## src/rtl/rhcm_pkg.sv

```systemverilog
// Package with shared types and constants for the RGB to HSL color match block.
`timescale 1ns / 1ps
package rhcm_pkg;

  localparam int unsigned ChanW = 8;
  localparam int unsigned SumW = 9;
  localparam int unsigned QuoW = 17;
  localparam logic [ChanW-1:0] FullScale = 8'd240;
  localparam logic [ChanW-1:0] HalfScale = 8'd120;

  localparam logic [2:0] CfgHueLow  = 3'd0;
  localparam logic [2:0] CfgHueHigh = 3'd1;
  localparam logic [2:0] CfgSatLow  = 3'd2;
  localparam logic [2:0] CfgSatHigh = 3'd3;
  localparam logic [2:0] CfgLumLow  = 3'd4;
  localparam logic [2:0] CfgLumHigh = 3'd5;

  typedef enum logic [1:0] {
    SecRed   = 2'd0,
    SecGreen = 2'd1,
    SecBlue  = 2'd2
  } sector_e;

  // Classified pixel passed from the front part to the back part.
  typedef struct packed {
    logic             grey;
    sector_e          sector;
    logic             neg;
    logic             wrap;
    logic [ChanW-1:0] hue_num;
    logic [ChanW-1:0] dif;
    logic [SumW-1:0]  sat_den;
    logic             sat_zero;
    logic [ChanW-1:0] lum;
  } cls_t;

  typedef struct packed {
    logic [ChanW-1:0] hue_low;
    logic [ChanW-1:0] hue_high;
    logic [ChanW-1:0] sat_low;
    logic [ChanW-1:0] sat_high;
    logic [ChanW-1:0] lum_low;
    logic [ChanW-1:0] lum_high;
  } win_t;

endpackage

```

## src/rtl/rhcm_front.sv

```systemverilog
// Front part: accepts pixels, finds max, min, sector and luminance.
`timescale 1ns / 1ps
module rhcm_front (
  input  logic                 clk_i,
  input  logic                 rst_ni,
  input  logic                 in_valid,
  output logic                 in_ready,
  input  logic [7:0]           red_i,
  input  logic [7:0]           green_i,
  input  logic [7:0]           blue_i,
  output logic                 cls_valid_o,
  input  logic                 cls_ready_i,
  output rhcm_pkg::cls_t       cls_o
);
  import rhcm_pkg::*;

  logic [ChanW-1:0] mx, mn, dif, a, b;
  logic [SumW-1:0]  sum;
  logic [24:0]      lum_prod;
  logic [ChanW-1:0] lum;
  sector_e          sec;
  logic             valid_q;
  cls_t             cls_q, cls_d;

  always_comb begin
    mx = red_i;
    if (green_i > mx) mx = green_i;
    if (blue_i > mx) mx = blue_i;
    mn = red_i;
    if (green_i < mn) mn = green_i;
    if (blue_i < mn) mn = blue_i;
    dif = mx - mn;
    sum = {1'b0, mx} + {1'b0, mn};
    // sum*240/255/2 equals floor(sum*8/17) for sum in 0..510.
    lum_prod = {13'd0, sum, 3'd0} * 25'd7711;
    lum = lum_prod[ChanW+16:17];
    if (mx == red_i) begin
      sec = SecRed;
      a = green_i;
      b = blue_i;
    end else if (mx == green_i) begin
      sec = SecGreen;
      a = blue_i;
      b = red_i;
    end else begin
      sec = SecBlue;
      a = red_i;
      b = green_i;
    end
    cls_d.grey = (dif == '0);
    cls_d.sector = sec;
    cls_d.neg = (a < b);
    cls_d.wrap = (sec == SecRed) && (a < b);
    cls_d.hue_num = (a < b) ? (b - a) : (a - b);
    cls_d.dif = dif;
    cls_d.sat_den = (lum <= HalfScale) ? sum : (9'd511 - sum);
    cls_d.sat_zero = (lum == '0);
    cls_d.lum = lum;
  end

  assign in_ready = !valid_q || cls_ready_i;
  assign cls_valid_o = valid_q;
  assign cls_o = cls_q;

  always_ff @(posedge clk_i or negedge rst_ni) begin
    if (!rst_ni) begin
      valid_q <= 1'b0;
    end else if (in_ready) begin
      valid_q <= in_valid;
    end
  end

  always_ff @(posedge clk_i) begin
    if (in_ready && in_valid) begin
      cls_q <= cls_d;
    end
  end

endmodule

```

## src/rtl/rhcm_fifo.sv

```systemverilog
// Short queue between the front and back parts.
`timescale 1ns / 1ps
module rhcm_fifo #(
  parameter int unsigned Depth = 2
) (
  input  logic           clk_i,
  input  logic           rst_ni,
  input  logic           wr_valid_i,
  output logic           wr_ready_o,
  input  rhcm_pkg::cls_t wr_data_i,
  output logic           rd_valid_o,
  input  logic           rd_ready_i,
  output rhcm_pkg::cls_t rd_data_o
);
  import rhcm_pkg::*;

  localparam int unsigned AW = (Depth > 1) ? $clog2(Depth) : 1;

  cls_t              mem_q [Depth];
  logic [AW-1:0]     wp_q, rp_q;
  logic [AW:0]       cnt_q;
  logic              push, pop;

  assign wr_ready_o = (cnt_q != Depth[AW:0]);
  assign rd_valid_o = (cnt_q != '0);
  assign push = wr_valid_i && wr_ready_o;
  assign pop = rd_valid_o && rd_ready_i;
  assign rd_data_o = mem_q[rp_q];

  always_ff @(posedge clk_i or negedge rst_ni) begin
    if (!rst_ni) begin
      wp_q <= '0;
      rp_q <= '0;
      cnt_q <= '0;
    end else begin
      if (push) wp_q <= (wp_q == AW'(Depth - 1)) ? '0 : wp_q + 1'b1;
      if (pop) rp_q <= (rp_q == AW'(Depth - 1)) ? '0 : rp_q + 1'b1;
      cnt_q <= cnt_q + {{AW{1'b0}}, push} - {{AW{1'b0}}, pop};
    end
  end

  always_ff @(posedge clk_i) begin
    if (push) mem_q[wp_q] <= wr_data_i;
  end

  assert property (@(posedge clk_i) disable iff (!rst_ni) cnt_q <= Depth[AW:0])
    else $error("queue count overflow");
  assert property (@(posedge clk_i) disable iff (!rst_ni)
    (cnt_q == '0) |-> !pop) else $error("pop from empty queue");
  assert property (@(posedge clk_i) disable iff (!rst_ni)
    (push && !pop) |=> cnt_q == $past(cnt_q) + 1'b1) else $error("count slip");

endmodule

```

## src/rtl/rhcm_back.sv

```systemverilog
// Back part: hue and saturation divisions and window match, pipelined.
`timescale 1ns / 1ps
module rhcm_back (
  input  logic           clk_i,
  input  logic           rst_ni,
  input  logic           cls_valid_i,
  output logic           cls_ready_o,
  input  rhcm_pkg::cls_t cls_i,
  input  rhcm_pkg::win_t win_i,
  output logic           out_valid,
  input  logic           out_ready,
  output logic [7:0]     hue_o,
  output logic [7:0]     saturation_o,
  output logic [7:0]     luminance_o,
  output logic           match_o
);
  import rhcm_pkg::*;

  // Stage 1: numerators. Stages 2..9: restoring division, one quotient bit
  // pair per stage (hue 6 bits, saturation 8 bits). Stage 10: finish.
  localparam int unsigned NSt = 9;

  logic [NSt:0]     v_q;
  cls_t             c_q  [NSt+1];
  logic [QuoW-1:0]  hr_q [NSt+1];
  logic [QuoW-1:0]  sr_q [NSt+1];
  logic [ChanW-1:0] hq_q [NSt+1];
  logic [ChanW-1:0] sq_q [NSt+1];
  logic             adv;
  logic [7:0]       hue_q, sat_q, lum_q;
  logic             mat_q, ov_q;

  assign adv = !ov_q || out_ready;
  assign cls_ready_o = adv;

  // One quotient bit: shift-subtract at bit position k.
  function automatic void div_bit(input logic [QuoW-1:0] rin, input logic [SumW-1:0] d,
                                  input int k, input logic [ChanW-1:0] qin,
                                  output logic [QuoW-1:0] rout, output logic [ChanW-1:0] qout);
    logic [QuoW+8:0] t;
    t = {{QuoW{1'b0}}, d} << k;
    rout = rin;
    qout = qin;
    if ({9'd0, rin} >= t) begin
      rout = rin - t[QuoW-1:0];
      qout[k] = 1'b1;
    end
  endfunction

  logic [QuoW-1:0]  hr_n [NSt+1];
  logic [QuoW-1:0]  sr_n [NSt+1];
  logic [ChanW-1:0] hq_n [NSt+1];
  logic [ChanW-1:0] sq_n [NSt+1];
  logic [QuoW-1:0]  ht, st;
  logic [ChanW-1:0] hqt, sqt;

  always_comb begin
    hr_n[0] = QuoW'(cls_i.hue_num) * QuoW'(40);
    sr_n[0] = QuoW'(cls_i.dif) * QuoW'(240);
    hq_n[0] = '0;
    sq_n[0] = '0;
    for (int s = 1; s <= NSt; s++) begin
      ht = hr_q[s-1];
      st = sr_q[s-1];
      hqt = hq_q[s-1];
      sqt = sq_q[s-1];
      if (s <= 8) begin
        div_bit(st, c_q[s-1].sat_den, 8 - s, sqt, st, sqt);
        if (s >= 3) div_bit(ht, {1'b0, c_q[s-1].dif}, 8 - s, hqt, ht, hqt);
      end
      hr_n[s] = ht;
      sr_n[s] = st;
      hq_n[s] = hqt;
      sq_n[s] = sqt;
    end
  end

  always_ff @(posedge clk_i or negedge rst_ni) begin
    if (!rst_ni) begin
      v_q <= '0;
      ov_q <= 1'b0;
    end else if (adv) begin
      v_q <= {v_q[NSt-1:0], cls_valid_i};
      ov_q <= v_q[NSt];
    end
  end

  always_ff @(posedge clk_i) begin
    if (adv) begin
      c_q[0] <= cls_i;
      hr_q[0] <= hr_n[0];
      sr_q[0] <= sr_n[0];
      hq_q[0] <= hq_n[0];
      sq_q[0] <= sq_n[0];
      for (int s = 1; s <= NSt; s++) begin
        c_q[s] <= c_q[s-1];
        hr_q[s] <= hr_n[s];
        sr_q[s] <= sr_n[s];
        hq_q[s] <= hq_n[s];
        sq_q[s] <= sq_n[s];
      end
    end
  end

  logic [ChanW-1:0] hue_f, sat_f;
  logic [9:0]       hsum;
  cls_t             cf;

  always_comb begin
    cf = c_q[NSt];
    // Truncation toward zero: the magnitude quotient carries the sign.
    case (cf.sector)
      SecRed:   hsum = cf.neg ? (10'd240 - {2'd0, hq_q[NSt]}) : {2'd0, hq_q[NSt]};
      SecGreen: hsum = cf.neg ? (10'd80 - {2'd0, hq_q[NSt]}) : (10'd80 + {2'd0, hq_q[NSt]});
      default:  hsum = cf.neg ? (10'd160 - {2'd0, hq_q[NSt]}) : (10'd160 + {2'd0, hq_q[NSt]});
    endcase
    if (cf.neg && !cf.wrap && cf.sector == SecRed) hsum = '0;
    hue_f = cf.grey ? '0 : ((hsum > 10'd240) ? FullScale : hsum[7:0]);
    sat_f = (cf.grey || cf.sat_zero) ? '0 :
            ((sq_q[NSt] > FullScale) ? FullScale : sq_q[NSt]);
  end

  always_ff @(posedge clk_i) begin
    if (adv) begin
      hue_q <= hue_f;
      sat_q <= sat_f;
      lum_q <= cf.lum;
      mat_q <= (hue_f >= win_i.hue_low) && (hue_f <= win_i.hue_high) &&
               (sat_f >= win_i.sat_low) && (sat_f <= win_i.sat_high) &&
               (cf.lum >= win_i.lum_low) && (cf.lum <= win_i.lum_high);
    end
  end

  assign out_valid = ov_q;
  assign hue_o = hue_q;
  assign saturation_o = sat_q;
  assign luminance_o = lum_q;
  assign match_o = mat_q;

  assert property (@(posedge clk_i) disable iff (!rst_ni)
    out_valid |-> hue_o <= FullScale) else $error("hue out of range");
  assert property (@(posedge clk_i) disable iff (!rst_ni)
    out_valid |-> saturation_o <= FullScale) else $error("saturation out of range");
  assert property (@(posedge clk_i) disable iff (!rst_ni)
    (out_valid && !out_ready) |=> out_valid) else $error("result dropped");

endmodule

```

## src/rtl/rgb_to_hsl_color_match.sv

```systemverilog
// Top level of the RGB to HSL converter with color window match.
`timescale 1ns / 1ps
// Usage: one pixel item (red_i, green_i, blue_i) enters on in_valid/in_ready,
// one result item (hue_o, saturation_o, luminance_o, match_o) leaves on
// out_valid/out_ready, in order. Hue, saturation and luminance are on a
// 0..240 scale; match_o is high when all three lie inside the configured
// inclusive windows. Windows are written through cfg_we_i, cfg_idx_i and
// cfg_data_i; the user must do so only while the block is idle, which the
// block does not enforce. Indexes above five are ignored. Throughput is one
// item per cycle while out_ready is high. Items pass the front stage, queue,
// back pipeline (numerator stage, division stages each giving one saturation
// and, in the later ones, one hue quotient bit, and a finish stage) and
// output register. Reset empties all stages and sets the windows to the full
// 0..240 range. When the receiver stalls, the back pipeline holds, the queue
// fills and then in_ready drops; nothing is lost or repeated.
module rgb_to_hsl_color_match #(
  parameter int unsigned QueueDepth = 2
) (
  input  logic       clk_i,
  input  logic       rst_ni,
  input  logic       in_valid,
  output logic       in_ready,
  input  logic [7:0] red_i,
  input  logic [7:0] green_i,
  input  logic [7:0] blue_i,
  output logic       out_valid,
  input  logic       out_ready,
  output logic [7:0] hue_o,
  output logic [7:0] saturation_o,
  output logic [7:0] luminance_o,
  output logic       match_o,
  input  logic       cfg_we_i,
  input  logic [2:0] cfg_idx_i,
  input  logic [7:0] cfg_data_i
);
  import rhcm_pkg::*;

  win_t win_q;
  cls_t f_cls, q_cls;
  logic f_v, f_r, q_v, q_r;

  always_ff @(posedge clk_i or negedge rst_ni) begin
    if (!rst_ni) begin
      win_q <= '{hue_low: '0, hue_high: FullScale, sat_low: '0,
                 sat_high: FullScale, lum_low: '0, lum_high: FullScale};
    end else if (cfg_we_i) begin
      unique case (cfg_idx_i)
        CfgHueLow:  win_q.hue_low <= cfg_data_i;
        CfgHueHigh: win_q.hue_high <= cfg_data_i;
        CfgSatLow:  win_q.sat_low <= cfg_data_i;
        CfgSatHigh: win_q.sat_high <= cfg_data_i;
        CfgLumLow:  win_q.lum_low <= cfg_data_i;
        CfgLumHigh: win_q.lum_high <= cfg_data_i;
        default: ;
      endcase
    end
  end

  rhcm_front u_front (
    .clk_i, .rst_ni, .in_valid, .in_ready, .red_i, .green_i, .blue_i,
    .cls_valid_o(f_v), .cls_ready_i(f_r), .cls_o(f_cls)
  );

  rhcm_fifo #(.Depth(QueueDepth)) u_fifo (
    .clk_i, .rst_ni, .wr_valid_i(f_v), .wr_ready_o(f_r), .wr_data_i(f_cls),
    .rd_valid_o(q_v), .rd_ready_i(q_r), .rd_data_o(q_cls)
  );

  rhcm_back u_back (
    .clk_i, .rst_ni, .cls_valid_i(q_v), .cls_ready_o(q_r), .cls_i(q_cls),
    .win_i(win_q), .out_valid, .out_ready, .hue_o, .saturation_o,
    .luminance_o, .match_o
  );

endmodule

```

## config.mk

```make
export PLATFORM = sky130hd
export DESIGN_NAME = rgb_to_hsl_color_match
export DESIGN_NICKNAME = d
export VERILOG_FILES = /design/src/rtl/rhcm_pkg.sv /design/src/rtl/rhcm_front.sv /design/src/rtl/rhcm_fifo.sv /design/src/rtl/rhcm_back.sv /design/src/rtl/rgb_to_hsl_color_match.sv
export SDC_FILE = /design/constraint.sdc
export NUM_CORES = 2
export LEC_CHECK = 0
export BUFFER_PORTS_ARGS = -buffer_cell sky130_fd_sc_hd__buf_2
export CELL_PAD_IN_SITES_DETAIL_PLACEMENT = 0
export CELL_PAD_IN_SITES_GLOBAL_PLACEMENT = 1
export CORE_MARGIN = 5
export CORE_UTILIZATION = 55
export CTS_CLUSTER_DIAMETER = 100
export DETAILED_ROUTE_END_ITERATION = 10
export GPL_TIMING_DRIVEN = 0
export PLACE_DENSITY_LB_ADDON = 0.1
export SETUP_SLACK_MARGIN = 0.2
export SYNTH_ARGS = -nofsm -noshare
export SYNTH_HDL_FRONTEND = slang
export SYNTH_HIERARCHICAL = 1
export SYNTH_SLANG_ARGS = --single-unit
```

## constraint.sdc

```tcl
create_clock -name clk_i -period 38.6 [get_ports clk_i]
set_clock_uncertainty 0.1 [all_clocks]
set_input_delay 7.72 -clock clk_i [delete_from_list [all_inputs] [get_ports clk_i]]
set_output_delay 7.72 -clock clk_i [all_outputs]
set_load 0.02 [all_outputs]
```

Word-level counts from Yosys, hierarchy flattened --
Memories as Yosys holds them, arrays and structs flattened. Index checks and enable logic that the tools add are counted.
Operators by class: add/sub/neg operators 28, multiply operators 3, $lt $le $gt $ge 28, equal/unequal tests 9, multiplexer cells 55, reduce and logical (&&, ||, !) cells 29
Operator list (count):
- two-way mux 17 bit | 14
- two-way mux 8 bit | 13
- two-way mux 10 bit | 4
- greater-or-equal comparator 17 x 10 -> 1 bit | 2
- greater-or-equal comparator 17 x 11 -> 1 bit | 2
- greater-or-equal comparator 17 x 12 -> 1 bit | 2
- greater-or-equal comparator 17 x 13 -> 1 bit | 2
- greater-or-equal comparator 17 x 9 -> 1 bit | 2
- subtractor 17 x 10 -> 17 bit | 2
- subtractor 17 x 11 -> 17 bit | 2
- subtractor 17 x 12 -> 17 bit | 2
- subtractor 17 x 13 -> 17 bit | 2
- subtractor 17 x 9 -> 17 bit | 2
- greater-or-equal comparator 8 bit | 3
- <= comparator 8 bit | 3
- less-than comparator 8 bit | 3
- subtractor 8 bit | 3
- multiplier 9 x 13 -> 22 bit (second input constant) | 1
- two-way mux 1 bit | 20
- one-hot mux 10 bit (2 select lines) | 1
- subtractor 8 x 8 -> 9 bit (first input constant) | 2
- greater-or-equal comparator 17 x 14 -> 1 bit | 1
- greater-or-equal comparator 17 x 15 -> 1 bit | 1
- greater-or-equal comparator 17 x 16 -> 1 bit | 1
- other kinds (35) | 62
Storage, ports and cells: flip-flop bits (word level) 128, RAM bits 968, input port bits 40, output and inout port bits 27, memories kept 6
Memory list:
- u_back.c_q | depth 10, width 39, rd ports 10, clocked after memory_dff 0, wr ports 10, line rhcm_back.sv:24 | cls_t c_q [NSt+1];
- u_back.hr_q | depth 10, width 17, rd ports 9, clocked after memory_dff 0, wr ports 10, line rhcm_back.sv:25 | logic [QuoW-1:0] hr_q [NSt+1];
- u_back.sr_q | depth 10, width 17, rd ports 9, clocked after memory_dff 0, wr ports 10, line rhcm_back.sv:26 | logic [QuoW-1:0] sr_q [NSt+1];
- u_back.hq_q | depth 10, width 8, rd ports 10, clocked after memory_dff 0, wr ports 10, line rhcm_back.sv:27 | logic [ChanW-1:0] hq_q [NSt+1];
- u_back.sq_q | depth 10, width 8, rd ports 10, clocked after memory_dff 0, wr ports 10, line rhcm_back.sv:28 | logic [ChanW-1:0] sq_q [NSt+1];
- u_fifo.mem_q | depth 2, width 39, rd ports 1, clocked after memory_dff 0, wr ports 1, line rhcm_fifo.sv:19 | cls_t mem_q [Depth];

Longest topological paths before layout --
An unclocked memory read counts as a cell.
depth after elaboration 14, gate-level depth with buffers 45, gate-level depth less buffers 41

Cells and area by module --
Netlist, hierarchy kept.
Modules (own cells, without submodules):
- rhcm_back | times used 1, cells each 2071, area an instance 27856.7 sq um
- rhcm_front | times used 1, cells each 641, area an instance 6160.9 sq um
- rhcm_fifo | times used 1, cells each 143, area an instance 3020.4 sq um
- rgb_to_hsl_color_match | times used 1, cells each 106, area an instance 1848.0 sq um

Worst setup path after synthesis --
OpenSTA, ideal clock, no wires.
path kind input -> register, start input out_ready, end register u_fifo.cnt_q[1], library setup time 0.153 ns, arrival time 26.147 ns, required time 38.347 ns, setup slack 12.199 ns, cell stages on the path 4, path buffers 1, cell sequence nand2b_1 buf_1 a32oi_1 xnor2_1
On the way: word-level cells in the longest chain between the ends 3
RTL lines:
- start: declaration | line rgb_to_hsl_color_match.sv:27 | input logic out_ready,
- logical OR 1 bit | line rhcm_back.sv:33 | assign adv = !ov_q || out_ready;
- named net q_r | line rgb_to_hsl_color_match.sv:40 | logic f_v, f_r, q_v, q_r;
- logical AND 1 bit | line rhcm_fifo.sv:27 | assign pop = rd_valid_o && rd_ready_i;
- subtractor 2 x 1 -> 2 bit | line rhcm_fifo.sv:38 | cnt_q <= cnt_q + {{AW{1'b0}}, push} - {{AW{1'b0}}, pop};
- end signal: assignment | line rhcm_fifo.sv:38
- end: declaration | line rhcm_fifo.sv:21 | logic [AW:0] cnt_q;
The timed path passes the listed nets, and every way through them passes these cells. A chain may end at the register's enable or synchronous reset.

==> metrics.csv <==
metric,value,unit
status,finished clean,
clock net sink count,764,
# port buffers,61,
"Largest stage delay, worst path",620,ps
Period minus WS final,19790,ps
FILL cells,5397,
critical path's top delay family,compound AO/OA/AOI/OAI gates,
Max Freq,0.0505,GHz
setup repair bufs after CTS,0,
clock transition at the register clock pins on the worst setup and hold paths after CTS,60,ps
total number of placement rows,97,
nets@finish,3519,
Starting DRT DRC Count,1184,
count of nets left with antenna violations after detail routing,0,
Skew-Pair Late Insertion Delay,620,ps
Critical Path AT,20040,ps
relative max-transition margin,0.260,
RSZ-0062 raised after global routing,false,
share of synthesized area occupied by flip-flops and latches,0.582,
overall overflow remaining after global route,0,
Syn Nets,3361,
cts repair resizes,0,
Fin. Hold Viols,0,
final worst-path setup slack,18810,ps
startpoint class of the critical path,input port,
ratio of final minimum period to clock period,0.513,
count of antenna diodes in the layout,0,
RD Place Congestion,0.891,
chip width,276,um
flip-flop cell with the highest count after synthesis,sky130_fd_sc_hd__edfxtp_1,
ports placed on the boundary,67,
post-route DRC violation count,0,
Final HPWL DP,53.4,mm
total standard cell area after synthesis,0.0389,mm^2
average cell area after synthesis,13.1,um^2
Final Setup Violations,0,
antenna violations before repair,0,
first-pass GRT wire length,116,mm
GRT Overall Usage,0.188,
highest fanout seen on the critical path,10,
clock tree root buffer cell,sky130_fd_sc_hd__clkbuf_16,
number of hold buffers added after CTS,0,
"leading cell type in the layout, fill and taps excluded",sky130_fd_sc_hd__edfxtp_1,
classification of the worst setup path,in -> reg,
overall via count from detail_route,22400,
largest net degree at the start of global routing,65,
via count of the first global-routing pass,23100,
die height,276,um
library cell contributing the largest single delay on the critical path,sky130_fd_sc_hd__fa_1,
"Data required, critical path",38850,ps
Std-Cell Core Area,0.0700,mm^2
Total Die Area,0.0761,mm^2
post-synthesis register bit count,764,
relative area change from synthesis to final layout,11.1,%
Routed WL,70.3,mm
maximum level of the CTS H-tree,3,
largest buffer count on any clock path,3,
MaxCap Viol Count,0,
Max Slew Vio Count,0,
"EDFF count, synth",700,
total clock buffers created by CTS,78,
most frequent cell on the critical path,sky130_fd_sc_hd__inv_1,
count of synthesis-stage warnings from yosys,6,
average via count per standard cell,5.43,
Bufs and invs on worst path,10,
Post-Syn Instances,2961,
number of unique standard cell types used by synthesis,87,
final total negative setup slack,0,ps
total iterations of the first detailed-routing run,5,
class of the tightest hold or removal check,reg -> reg,
placement-stage worst setup slack,18230,ps
clock tree from TritonCTS,yes,
"top library cells by usage in the layout, fill and taps aside","sky130_fd_sc_hd__edfxtp_1, sky130_fd_sc_hd__inv_1, sky130_fd_sc_hd__ha_1",
share of final-layout standard cells stronger than drive strength 1,0.126,
Synth async-reset ratio,0.0838,
routed wirelength normalized by instance count,17.1,um
Worst Setup End Kind,register,
initial core utilization,0.555,
worst-margin pin slew,1100,ps
==> stage by stage <==
step	area, um^2	utilization	hold slack (ps)	instances
after detailed placement	40700	0.582	305	3979
after global placement	40400	0.576	300	3962
final	43200	0.617	304	4121
after floorplan	38900	-	300	2961
after global routing	43200	0.617	313	4121
after CTS	43200	0.617	308	4121
==> area by class of cell <==
cell class                 count  area (um^2)  area share
timing repair buffer          78          648      0.0150
multi-input combinational   1832        14800       0.344
buffer                        53          244     0.00565
clock inverter                44          434      0.0100
sequential                   764        22600       0.524
inverter                     312         1170      0.0271
clock buffer                  98         2060      0.0476
tap                          940         1180      0.0272
==> worst register-to-register path: cells and delay by family, from the launching register on <==
kind	cells	cell delay (ps)
simple gates	6	2200
compound gates	7	1610
flops	1	460
fa+ha+maj	2	380
buf+inv	1	90
==> worst paths after layout <==
kind	cells after the start	slack, ps	to	start
min in group asynchronous	1	7100	win_q[9]	rst_ni
min reg2reg	0	300	u_back/c_q[8][8]	u_back/c_q[7][8]
max reg2reg	16	33510	u_back/match_o	u_back/hq_q[9][0]
min	0	300	u_back/c_q[8][8]	u_back/c_q[7][8]
max	43	18810	u_front/cls_o[9]	red_i[1]
max in group asynchronous	1	30740	u_front/cls_valid_o	rst_ni
==> cell usage after synthesis, types with 6 or more instances <==
cell type,count,share of area
sky130_fd_sc_hd__dfstp_2,12,0.0081
sky130_fd_sc_hd__o211ai_1,7,0.0014
sky130_fd_sc_hd__nor3_1,43,0.0055
sky130_fd_sc_hd__and3_1,10,0.0016
sky130_fd_sc_hd__nand3b_1,7,0.0014
sky130_fd_sc_hd__a31oi_1,9,0.0014
sky130_fd_sc_hd__mux2_1,7,0.0020
sky130_fd_sc_hd__o21bai_1,12,0.0023
sky130_fd_sc_hd__nand2_1,146,0.014
sky130_fd_sc_hd__nor4b_1,7,0.0016
sky130_fd_sc_hd__and2_1,18,0.0029
sky130_fd_sc_hd__mux2i_1,50,0.013
sky130_fd_sc_hd__xor2_1,81,0.018
sky130_fd_sc_hd__fa_1,59,0.030
sky130_fd_sc_hd__or4_1,13,0.0025
sky130_fd_sc_hd__a211oi_1,20,0.0039
sky130_fd_sc_hd__clkbuf_1,33,0.0032
sky130_fd_sc_hd__nand3_1,17,0.0022
sky130_fd_sc_hd__or2_2,15,0.0024
sky130_fd_sc_hd__o31ai_1,11,0.0021
sky130_fd_sc_hd__xnor2_1,92,0.021
sky130_fd_sc_hd__nor4_1,28,0.0045
sky130_fd_sc_hd__nor2b_1,44,0.0071
sky130_fd_sc_hd__a21oi_1,143,0.018
sky130_fd_sc_hd__nor2_1,151,0.015
sky130_fd_sc_hd__inv_1,312,0.030
sky130_fd_sc_hd__nand4_1,24,0.0039
sky130_fd_sc_hd__nor3b_1,7,0.0014
sky130_fd_sc_hd__or3_1,8,0.0013
sky130_fd_sc_hd__buf_2,9,0.0012
sky130_fd_sc_hd__a21o_1,48,0.0093
sky130_fd_sc_hd__o21a_1,21,0.0041
sky130_fd_sc_hd__a2111oi_0,6,0.0014
sky130_fd_sc_hd__dfrtp_1,52,0.033
sky130_fd_sc_hd__o21ai_0,157,0.020
sky130_fd_sc_hd__ha_1,301,0.097
sky130_fd_sc_hd__nand2b_1,41,0.0066
sky130_fd_sc_hd__edfxtp_1,700,0.54
sky130_fd_sc_hd__mux2_2,139,0.040
==> per-layer routing <==
layer | up-vias | global-route usage | share of wire
met3 | 137 | 0.0267 | 0.031
met4 | 0 | 0.0712 | 0.034
met1 | 10800 | 0.235 | 0.43
met5 | - | 0 | 0
li1 | 11100 | - | -
met2 | 372 | 0.333 | 0.50
==> flip-flops by register name (all words and copies together) (netlist names), 8 cells and up <==
| signal | count |
|---|---|
| u_back/hr_q | 97 |
| u_back/sq_q | 44 |
| u_back/saturation_o | 8 |
| u_back/hue_o | 8 |
| u_back/sr_q | 105 |
| u_fifo/mem_q | 78 |
| u_back/c_q | 285 |
| u_back/luminance_o | 8 |
| u_back/v_q | 10 |
| u_back/hq_q | 27 |
| win_q | 48 |
| u_front/cls_o | 39 |
==> kinds of logic (layout without fill, tap and decap cells) <==
family | Yosys count | in the layout | synth area share
AO/OA/AOI/OAI | 497 | 497 | 0.0793
multiplexers | 197 | 197 | 0.0557
AND/OR/NAND/NOR | 605 | 605 | 0.0803
XOR/XNOR | 173 | 173 | 0.0390
flip-flops | 764 | 764 | 0.582
buffers and inverters | 365 | 585 | 0.0364
adder cells (fa/ha/maj) | 360 | 360 | 0.127
Power is left out: the tool's default activity adds up to more than one toggle a clock period on the data nets, which glitch-free logic cannot reach.
